File: src/flia_pkg.sv
// shared types and codes for the free-list id allocator
package flia_pkg;

  // request kinds carried on the input side
  typedef enum logic {
    CMD_ALLOC = 1'b0,
    CMD_FREE  = 1'b1
  } req_cmd_e;

  // result status codes
  typedef enum logic [1:0] {
    ST_OK        = 2'd0,
    ST_EXHAUSTED = 2'd1,
    ST_RANGE     = 2'd2,
    ST_NOT_ALLOC = 2'd3
  } status_e;

  // tag of one link store entry
  typedef enum logic [1:0] {
    LINK_NEXT  = 2'd0,
    LINK_END   = 2'd1,
    LINK_ALLOC = 2'd2
  } link_tag_e;

  // controller state, one-hot
  typedef enum logic [2:0] {
    S_IDLE = 3'b001,
    S_READ = 3'b010,
    S_EXEC = 3'b100
  } state_e;

  // controller to datapath commands
  typedef struct packed {
    logic load;  // capture a new request
    logic rd;    // read the link store entry
    logic ex;    // update state and load the result register
  } ctrl_cmd_t;

  // datapath to controller status
  typedef struct packed {
    logic out_stall;  // result register full and not being taken
  } dp_status_t;

endpackage

File: src/free_list_id_allocator_core.sv
// top level of the free-list id allocator
//
//  channel   direction  tuser        tdata (low bit up)
//  s_axis    in         [0] cmd      [8:0] free_id, [15:9] zero
//  m_axis    out        -            [7:0] given_id, [9:8] status, [15:10] zero
//
// each request goes through a read step, which reads the link store entry (synchronous
// read port), and an execute step, which updates head and writes the entry back.
// the next request is taken in the cycle the current one writes back.
// reset makes the whole pool free at once; a fill count stands in for the initial links.
// a full result register that is not taken holds the write-back step and input ready.
module free_list_id_allocator_core #(
  parameter int POOL_ENTRIES = 256
) (
  input  logic        clk_i,
  input  logic        rst_ni,
  input  logic        s_axis_tvalid,
  output logic        s_axis_tready,
  input  logic [15:0] s_axis_tdata,   // [8:0] free_id, [15:9] zero
  input  logic [0:0]  s_axis_tuser,   // [0] cmd
  output logic        m_axis_tvalid,
  input  logic        m_axis_tready,
  output logic [15:0] m_axis_tdata    // [7:0] given_id, [9:8] status, [15:10] zero
);
  import flia_pkg::*;

  ctrl_cmd_t  cmd;
  dp_status_t dp_status;
  logic [7:0] given_id;
  logic [1:0] status;

  flia_ctrl u_ctrl (
    .clk_i       (clk_i),
    .rst_ni      (rst_ni),
    .req_valid_i (s_axis_tvalid),
    .req_ready_o (s_axis_tready),
    .status_i    (dp_status),
    .cmd_o       (cmd)
  );

  flia_datapath #(
    .POOL_ENTRIES (POOL_ENTRIES)
  ) u_datapath (
    .clk_i          (clk_i),
    .rst_ni         (rst_ni),
    .cmd_i          (cmd),
    .status_o       (dp_status),
    .req_cmd_i      (s_axis_tuser[0]),
    .req_id_i       (s_axis_tdata[8:0]),
    .out_valid_o    (m_axis_tvalid),
    .out_ready_i    (m_axis_tready),
    .out_given_id_o (given_id),
    .out_status_o   (status)
  );

  assign m_axis_tdata = {6'b0, status, given_id};

endmodule

File: src/flia_ctrl.sv
// controller state machine of the free-list id allocator
module flia_ctrl (
  input  logic                  clk_i,
  input  logic                  rst_ni,
  input  logic                  req_valid_i,
  output logic                  req_ready_o,
  input  flia_pkg::dp_status_t  status_i,
  output flia_pkg::ctrl_cmd_t   cmd_o
);
  import flia_pkg::*;

  state_e state_q, state_d;
  logic   ex_done;
  logic   accept;

  assign ex_done     = (state_q == S_EXEC) && !status_i.out_stall;
  // a new request may enter in the cycle the previous one finishes
  assign req_ready_o = (state_q == S_IDLE) || ex_done;
  assign accept      = req_valid_i && req_ready_o;

  always_comb begin
    state_d = state_q;
    unique case (state_q)
      S_IDLE: begin
        if (accept) state_d = S_READ;
      end
      S_READ: begin
        state_d = S_EXEC;
      end
      S_EXEC: begin
        if (!status_i.out_stall) state_d = accept ? S_READ : S_IDLE;
      end
      default: begin
        state_d = S_IDLE;
      end
    endcase
  end

  always_ff @(posedge clk_i or negedge rst_ni) begin
    if (!rst_ni) begin
      state_q <= S_IDLE;
    end else begin
      state_q <= state_d;
    end
  end

  assign cmd_o.load = accept;
  assign cmd_o.rd   = (state_q == S_READ);
  assign cmd_o.ex   = ex_done;

  a_read_then_exec: assert property (@(posedge clk_i) disable iff (!rst_ni)
    (state_q == S_READ) |=> (state_q == S_EXEC))
    else $error("read step not followed by execute step");

  a_state_onehot: assert property (@(posedge clk_i) disable iff (!rst_ni)
    $onehot(state_q))
    else $error("state register not one-hot");

endmodule

File: src/flia_datapath.sv
// link store, free-list head, fill count and result register
module flia_datapath #(
  parameter int POOL_ENTRIES = 256
) (
  input  logic                  clk_i,
  input  logic                  rst_ni,
  input  flia_pkg::ctrl_cmd_t   cmd_i,
  output flia_pkg::dp_status_t  status_o,
  input  logic                  req_cmd_i,
  input  logic [8:0]            req_id_i,
  output logic                  out_valid_o,
  input  logic                  out_ready_i,
  output logic [7:0]            out_given_id_o,
  output logic [1:0]            out_status_o
);
  import flia_pkg::*;

  localparam int IdW   = (POOL_ENTRIES > 1) ? $clog2(POOL_ENTRIES) : 1;
  localparam int FillW = IdW + 1;
  localparam logic [IdW-1:0] LastId    = IdW'(POOL_ENTRIES - 1);
  localparam logic [31:0]    PoolLimit = 32'(POOL_ENTRIES);

  typedef struct packed {
    link_tag_e      tag;
    logic [IdW-1:0] next;
  } link_t;

  // request registers
  req_cmd_e   cmd_q;
  logic [8:0] id_q;

  // free-list state
  logic [IdW-1:0]   head_q, head_d;
  logic             hv_q, hv_d;
  // entries from the fill count up are unwritten; their link is derived from the id
  logic [FillW-1:0] fill_q, fill_d;

  // link store
  link_t          mem_q [POOL_ENTRIES];
  link_t          rdata_q;
  logic [IdW-1:0] rd_addr_q;
  logic [IdW-1:0] rd_addr;
  logic           mem_we;
  link_t          mem_wd;

  // result register
  logic       out_valid_q;
  logic [7:0] out_given_q;
  status_e    out_status_q;
  logic [7:0] given;
  status_e    status;

  logic  untouched;
  logic  in_range;
  link_t link_rd;

  always_ff @(posedge clk_i) begin
    if (cmd_i.load) begin
      cmd_q <= req_cmd_e'(req_cmd_i);
      id_q  <= req_id_i;
    end
  end

  assign rd_addr  = (cmd_q == CMD_FREE) ? IdW'(id_q) : head_q;
  assign in_range = {23'b0, id_q} < PoolLimit;

  always_ff @(posedge clk_i) begin
    if (mem_we) begin
      mem_q[rd_addr_q] <= mem_wd;
    end
    if (cmd_i.rd) begin
      rdata_q   <= mem_q[rd_addr];
      rd_addr_q <= rd_addr;
    end
  end

  always_comb begin
    untouched = {1'b0, rd_addr_q} >= fill_q;
    if (untouched) begin
      if (rd_addr_q == LastId) begin
        link_rd = '{tag: LINK_END, next: '0};
      end else begin
        link_rd = '{tag: LINK_NEXT, next: rd_addr_q + IdW'(1)};
      end
    end else begin
      link_rd = rdata_q;
    end

    head_d = head_q;
    hv_d   = hv_q;
    fill_d = fill_q;
    mem_we = 1'b0;
    mem_wd = '{tag: LINK_ALLOC, next: '0};
    given  = '0;
    status = ST_OK;

    if (cmd_i.ex) begin
      if (cmd_q == CMD_ALLOC) begin
        if (!hv_q) begin
          status = ST_EXHAUSTED;
        end else begin
          if (link_rd.tag == LINK_NEXT) begin
            head_d = link_rd.next;
          end else begin
            head_d = '0;
            hv_d   = 1'b0;
          end
          mem_we = 1'b1;
          given  = 8'(rd_addr_q);
          if (untouched) fill_d = fill_q + FillW'(1);
        end
      end else begin
        if (!in_range) begin
          status = ST_RANGE;
        end else if (link_rd.tag != LINK_ALLOC) begin
          status = ST_NOT_ALLOC;
        end else begin
          mem_we = 1'b1;
          mem_wd = hv_q ? '{tag: LINK_NEXT, next: head_q} : '{tag: LINK_END, next: '0};
          head_d = rd_addr_q;
          hv_d   = 1'b1;
        end
      end
    end
  end

  always_ff @(posedge clk_i or negedge rst_ni) begin
    if (!rst_ni) begin
      head_q      <= '0;
      hv_q        <= 1'b1;
      fill_q      <= '0;
      out_valid_q <= 1'b0;
    end else begin
      head_q <= head_d;
      hv_q   <= hv_d;
      fill_q <= fill_d;
      if (cmd_i.ex) begin
        out_valid_q <= 1'b1;
      end else if (out_ready_i) begin
        out_valid_q <= 1'b0;
      end
    end
  end

  always_ff @(posedge clk_i) begin
    if (cmd_i.ex) begin
      out_given_q  <= given;
      out_status_q <= status;
    end
  end

  assign status_o.out_stall = out_valid_q && !out_ready_i;
  assign out_valid_o        = out_valid_q;
  assign out_given_id_o     = out_given_q;
  assign out_status_o       = out_status_q;

  a_fill_bounded: assert property (@(posedge clk_i) disable iff (!rst_ni)
    fill_q <= FillW'(POOL_ENTRIES))
    else $error("fill count beyond pool size");

  a_fresh_pop_at_fill: assert property (@(posedge clk_i) disable iff (!rst_ni)
    (cmd_i.ex && cmd_q == CMD_ALLOC && hv_q && untouched) |-> (fill_q == {1'b0, rd_addr_q}))
    else $error("allocation of an unwritten entry away from the fill count");

  a_free_sets_head: assert property (@(posedge clk_i) disable iff (!rst_ni)
    (cmd_i.ex && cmd_q == CMD_FREE && status == ST_OK) |=> (hv_q && head_q == $past(rd_addr_q)))
    else $error("freed entry did not become the list head");

endmodule

File: config.mk
export PLATFORM = sky130hd
export DESIGN_NAME = free_list_id_allocator_core
export DESIGN_NICKNAME = d
export VERILOG_FILES = /design/src/flia_pkg.sv /design/src/free_list_id_allocator_core.sv /design/src/flia_ctrl.sv /design/src/flia_datapath.sv
export SDC_FILE = /design/constraint.sdc
export NUM_CORES = 2
export LEC_CHECK = 0
export ABC_CLOCK_PERIOD_IN_PS = 18800
export BUFFER_PORTS_ARGS = -buffer_cell sky130_fd_sc_hd__buf_2
export CAP_MARGIN = 20
export CORE_MARGIN = 3
export CORE_UTILIZATION = 50
export CTS_BUF_LIST = sky130_fd_sc_hd__clkbuf_8 sky130_fd_sc_hd__clkbuf_16
export DETAILED_ROUTE_END_ITERATION = 7
export PLACE_DENSITY = 0.65
export SYNTH_ARGS = -nofsm -noshare
export SYNTH_HDL_FRONTEND = slang
export SYNTH_SLANG_ARGS = --single-unit
File: constraint.sdc
create_clock -name clk_i -period 18.8 [get_ports clk_i]
set_input_delay 2.82 -clock clk_i [delete_from_list [all_inputs] [get_ports clk_i]]
set_output_delay 2.82 -clock clk_i [all_outputs]
set_load 0.01 [all_outputs]
* Word-level counts from Yosys, hierarchy flattened *
Memory sizes are Yosys's and may differ from the RTL's. A register that Yosys moved wholly into a read port is not among the register bits.
Cells that the tools add are included.
W data, S select, Z words.

word-level totals
  logic and storage cells = 75
  RAM bits = 2560
  output and inout bits = 18
  flip-flop bits (word level) = 50
  memories = 1

memories
  name              words  bits a word  rd ports  clocked after memory_dff  wr ports  line                 text
  u_datapath.mem_q  256    10           1         1                         1         flia_datapath.sv:39  link_t mem_q [POOL_ENTRIES];

cells by class
  magnitude comparators = 2
  reductions and logical operators = 14
  multiplexer cells = 35
  bitwise gates (word level) = 2
  eq/ne operators = 9
  add/subtract/negate cells = 2

operators by type and width
  cell                   count
  $mux W10               5
  $mux W8                6
  $mux W9                2
  $mux W1                15
  $add A9 B1 Y9 const B  1
  $ge A8 B9 Y1           1
  $lt A9 B9 Y1 const B   1
  $pmux W3 S3            1
  $add A8 B1 Y8 const B  1
  $eq A8 B8 Y1 const B   1
  $mux W2                4
  $ne A2 B2 Y1 const B   4
  $reduce_and A4 Y1      2
  $mux W3                2
  $reduce_bool A2 Y1     2
  $eq A3 B1 Y1 const B   1
  $eq A3 B2 Y1 const B   1
  $eq A3 B3 Y1 const B   1
  $logic_and A1 B1 Y1    3
  $reduce_and A3 Y1      1
  $logic_not A1 Y1       2
  $logic_not A2 Y1       1
  $ne A2 B1 Y1 const B   1
  $not A1 Y1             2
  3 further kinds        3

* Longest topological paths before layout *
  word-level depth = 10
  gate-level depth with buffers = 13
  gate-level depth less buffers = 10

* By module *
Synthesis repeated with hierarchy kept, for this count alone.

unflattened totals
  cells, all modules = 6714
  area, all modules = 103828.3 um^2

modules (own cells, without submodules)
  module                       times used  area each (um^2)  cells an instance
  flia_datapath                1           103580.6          6685
  flia_ctrl                    1           198.9             22
  free_list_id_allocator_core  1           48.8              7

* Worst setup path after synthesis *
OpenSTA, ideal clock, no wires.

  kind = in2reg
  start = input m_axis_tready
  end = memory u_datapath.mem_q[0][8] (netlist name), data pin
  path slack = 2.380 ns
  stages on the path = 4
  arrival = 15.034 ns
  library setup time = 1.386 ns
  data required time = 17.414 ns
  path through = nor2b_1 -> nor3_1 -> nand3_1 -> nor2_1

RTL lines
  what             line                               text
  start, declared  free_list_id_allocator_core.sv:22  input logic m_axis_tready,
  end, declared    flia_datapath.sv:39

* Worst setup path after layout *
  start = register u_datapath.cmd_q
  end = register, netlist name u_datapath.rdata_q[5]

on the way
  word-level cells in the longest chain between the ends = 1

RTL lines
  what                    line                 text
  start, declared         flia_datapath.sv:29  req_cmd_e cmd_q;
  start signal, assigned  flia_datapath.sv:59  cmd_q <= req_cmd_e'(req_cmd_i);
  $mux W8                 flia_datapath.sv:64  assign rd_addr = (cmd_q == CMD_FREE) ? IdW'(id_q) : head_q;

Every way passes these cells.
A chain may end at the register's enable or synchronous reset.

==> results.yml <==
die:
  die_h_um: 462
  die_area_um2: 214000
  rows: 166
  die_w_um: 462
  pin_count: 39
  core_area_um2: 206000
  start_util: 0.506
clock_tree:
  clk_path_buf_depth: 4
  numCtsBuffers: 282
  post_cts_resized: 0
  cts_tree: "yes"
  postCtsSetupBuffers: 0
  clk_latency_ns: 0.92
  clkSinkCount: 2620
  clk_pin_slew_worst_paths_ns: 0.06
  cts-hold-fix-buffers: 0
  root_buffer: "clkbuf_16"
  h-tree-depth: 5
sta:
  fmax_mhz: 146
  clock_skew_ns: 0.0434
  final_max_slew_viol_count: 0
  final_hold_viol_count: 0
  setup_violations: 0
  setup_tns_ns: 0
  rsz0062_at_grt: "no"
  period_share: 0.365
  fin_crit_ns: 6.86
  max_slew.worst_pin.slew_ns: 1.21
  holdWs_ns: 0.480
  max-slew-margin-rel: 0.189
hold_path:
  worstHoldPathCells: 1
  hold_class: "flop to flop"
  hold_end: "u_datapath.fill_q[4]$_DFFE_PN0P_"
  hold_start: "u_datapath.fill_q[4]$_DFFE_PN0P_"
power:
  total_power_mw: 15.8
  intPower_mw: 10.6
  combPwrFrac: 0.258
  powerDensity_nw_per_um2: 135
  clock_power_share: 0.334
  power_switching_mw: 5.15
  ir_worst_vdd_mv: 0.116
  power_leakage_nw: 37.4
  swShare: 0.326
  seqPwrFrac: 0.408
global_route:
  met3_usage: 0.0636
  grt_start_max_net_pins: 193
  overflow: 0
  grt_pass1_wl_um: 409000
  grt_use_total: 0.263
  grt_pass1_vias: 58200
  antenna_found_initial: 15
  use_met1: 0.374
  top_usage_layer: "met2"
  grtUsageMet2: 0.394
setup_path:
  r2r_end: "u_datapath.rdata_q[5]$_DFFE_PP_"
  crit_required_ns: 19.48
  cp_slowest_cell: "a2111oi_0"
  critPathBufInv: 6
  rr_worst_depth: 12
  cp_data_arrival_time_ns: 7.54
  crit_start: "u_datapath.cmd_q$_DFFE_PP_"
  critPathLaunchType: "flop"
  regToRegStartpoint: "u_datapath.cmd_q$_DFFE_PP_"
  slowest_delay_ns: 0.98
  rrSetupSlack_ns: 11.94
  endpoint_kind: "flop"
  crit_family: "buffers and inverters"
  cp_common_cell: "buf_4"
  worstSetupPathType: "flop to flop"
  path_max_fanout: 118
  path_cells: "buf_4 > mux2i_4 > clkinv_16 > buf_12 > buf_4 > buf_4 > buf_4 > mux4_2 > a2111oi_0 > o21ai_0 > a211o_1 > and3_1"
route:
  wirelength_um: 283000
  vias: 61200
  ant_nets: 0
  avgViaCountPerCell: 6.27
  firstDrtPassIters: 6
  wl_per_cell_um: 29.0
  drc_errors: 0
  first_iter_violations: 8790
cells_and_area:
  regArea_um2: 78600
  stdcell_area_um2: 117000
  multi_input_area_um2: 23400
  nFillCells: 15700
  final_nets: 6825
  drive_gt1_frac: 0.119
  area_growth_pct: 12.0
  final_cells: 9764
placement:
  port_buffers: 25
  place.gp.congestion: 0.864
  dp_hpwl_um: 160000
  place_inst: 9265
  placed_area_um2: 108000
synthesis:
  ys_warn_count: 0
  synth_simple_gate_area_frac: 0.0862
  synthMuxAreaShare: 0.0793
  synth_seq_cells: 2620
  synthFlopType: "edfxtp_1"
  netlist_area_um2: 104000
  ys_async_sr_fraction: 0.00840
  syn-instance-count: 6678
  yosys.area_share.xor_xnor: 0.000757
  avgSynthCellArea_um2: 15.6
  synthDistinctLibCells: 75
  synth_top_family_by_area: "simple AND/OR/NAND/NOR gates"
  yosysSeqAreaShare: 0.755
  synth-edff-count: 2598
  synth_fa_ha_area_frac: 0.00156
  synth_compound_area_frac: 0.0533
status:
  status: "completed"
job:
  cap_violations: 0
## through the flow
stage               utilization  worst slack (ns)
floorplan                     -              2.38
global placement          0.523             12.01
detailed placement        0.524             11.99
CTS                       0.566             12.00
global route              0.567             11.63
finish                    0.567             11.94
## cell usage in the layout, fill, tap and decap left out, types with 10 or more instances in the layout
cell type and instances:
nor3_2 13, buf_2 27, nand2_1 1044, bufinv_16 21
nand4_1 26, buf_4 233, o221ai_1 248, a31oi_1 207
clkinv_1 68, clkbuf_16 293, dfrtp_1 20, nand2b_1 11
nand3_1 465, inv_1 62, and2_1 13, ha_1 13
clkinv_2 39, nor3_1 237, buf_12 17, a21oi_1 120
mux2i_1 587, mux4_2 102, buf_6 12, nor2_1 160
edfxtp_1 2598, nor4_1 27, o22ai_1 54, o21ai_0 64
a22oi_1 10
## sequential cells by signal, indices dropped and copies added (netlist names)
name                       flops
u_datapath.cmd_q               1
u_datapath.out_status_o        2
u_datapath.hv_q                1
u_datapath.id_q                9
u_datapath.out_valid_o         1
u_ctrl.state_q                 3
u_datapath.rdata_q            10
u_datapath.fill_q              9
u_datapath.mem_q            2560
u_datapath.out_given_id_o      8
u_datapath.rd_addr_q           8
u_datapath.head_q              8
## worst max-delay path by stage
stage	end	cells past startpoint
floorplan	u_datapath.mem_q[0][8]$_DFFE_PP_	4
global placement	u_datapath.rdata_q[5]$_DFFE_PP_	14
detailed placement	u_datapath.mem_q[109][9]$_DFFE_PP_	12
CTS	u_datapath.rdata_q[5]$_DFFE_PP_	12
global route	u_datapath.rdata_q[5]$_DFFE_PP_	14
finish	u_datapath.rdata_q[5]$_DFFE_PP_	12
## cell type report
type	instances	area share
inverters	19	0.00101
clock buffers	293	0.0629
flip-flops and latches	2620	0.674
well taps	2772	0.0297
diodes	7	0.000150
multi-input cells	3576	0.200
clock inverters	185	0.0115
repair buffers	292	0.0207
## kinds of logic after synthesis
| logic type | Yosys count |
|---|---|
| xor+xnor | 9 |
| simple gates | 2062 |
| mux | 696 |
| compound gates | 790 |
| buf+inv | 487 |
| flops | 2620 |
| fa+ha+maj | 13 |
| other cells | 1 |
## power by group through the flow
stage	logic, mW	registers (mW)	clock network, mW
3_3_place_gp	3.97	6.55	0
5_1_grt	4.27	6.43	5.55
2_1_floorplan	2.58	6.52	0
6_report	4.07	6.43	5.26
4_1_cts	4.01	6.43	5.33
3_5_place_dp	4.00	6.55	0
## synthesized netlist by cell type, drive strengths merged (7+ instances only)
| library cell | count | share of area |
|---|---|---|
| and2 | 21 | 0.0013 |
| o31ai | 10 | 0.00077 |
| nand2 | 1052 | 0.038 |
| mux4 | 102 | 0.022 |
| a22oi | 11 | 0.00079 |
| o221ai | 248 | 0.021 |
| buf | 273 | 0.016 |
| nand4 | 26 | 0.0016 |
| a31oi | 207 | 0.012 |
| dfrtp | 20 | 0.0048 |
| inv | 18 | 0.00070 |
| nor3 | 250 | 0.012 |
| nand3 | 470 | 0.023 |
| clkbuf | 195 | 0.0070 |
| o21ai | 65 | 0.0031 |
| a21oi | 120 | 0.0058 |
| a32oi | 7 | 0.00059 |
| nor4 | 28 | 0.0017 |
| o21a | 7 | 0.00050 |
| nor2 | 165 | 0.0059 |
| mux2i | 591 | 0.057 |
| nor2b | 9 | 0.00054 |
| xnor2 | 7 | 0.00059 |
| and3 | 9 | 0.00054 |
| or3 | 7 | 0.00042 |
| o22ai | 55 | 0.0033 |
| ha | 13 | 0.0016 |
| nand2b | 12 | 0.00072 |
| edfxtp | 2598 | 0.75 |
## worst reg2reg max path, stage by stage, from the launching register on
cell       delay, ns
edfxtp_1        0.33
buf_4           0.49
mux2i_4         0.23
clkinv_16       0.27
buf_12          0.62
buf_4           0.65
buf_4           0.69
buf_4           0.80
mux4_2          0.67
a2111oi_0       0.98
o21ai_0         0.35
a211o_1         0.40
and3_1          0.15
## routing by layer
metal / wire length (um) / part of all wire
met5: 58 / 0.00020
met2: 129000 / 0.46
met1: 111000 / 0.39
met4: 11000 / 0.039
met3: 32000 / 0.11
No activity file was read; power rests on OpenSTA's default activity.
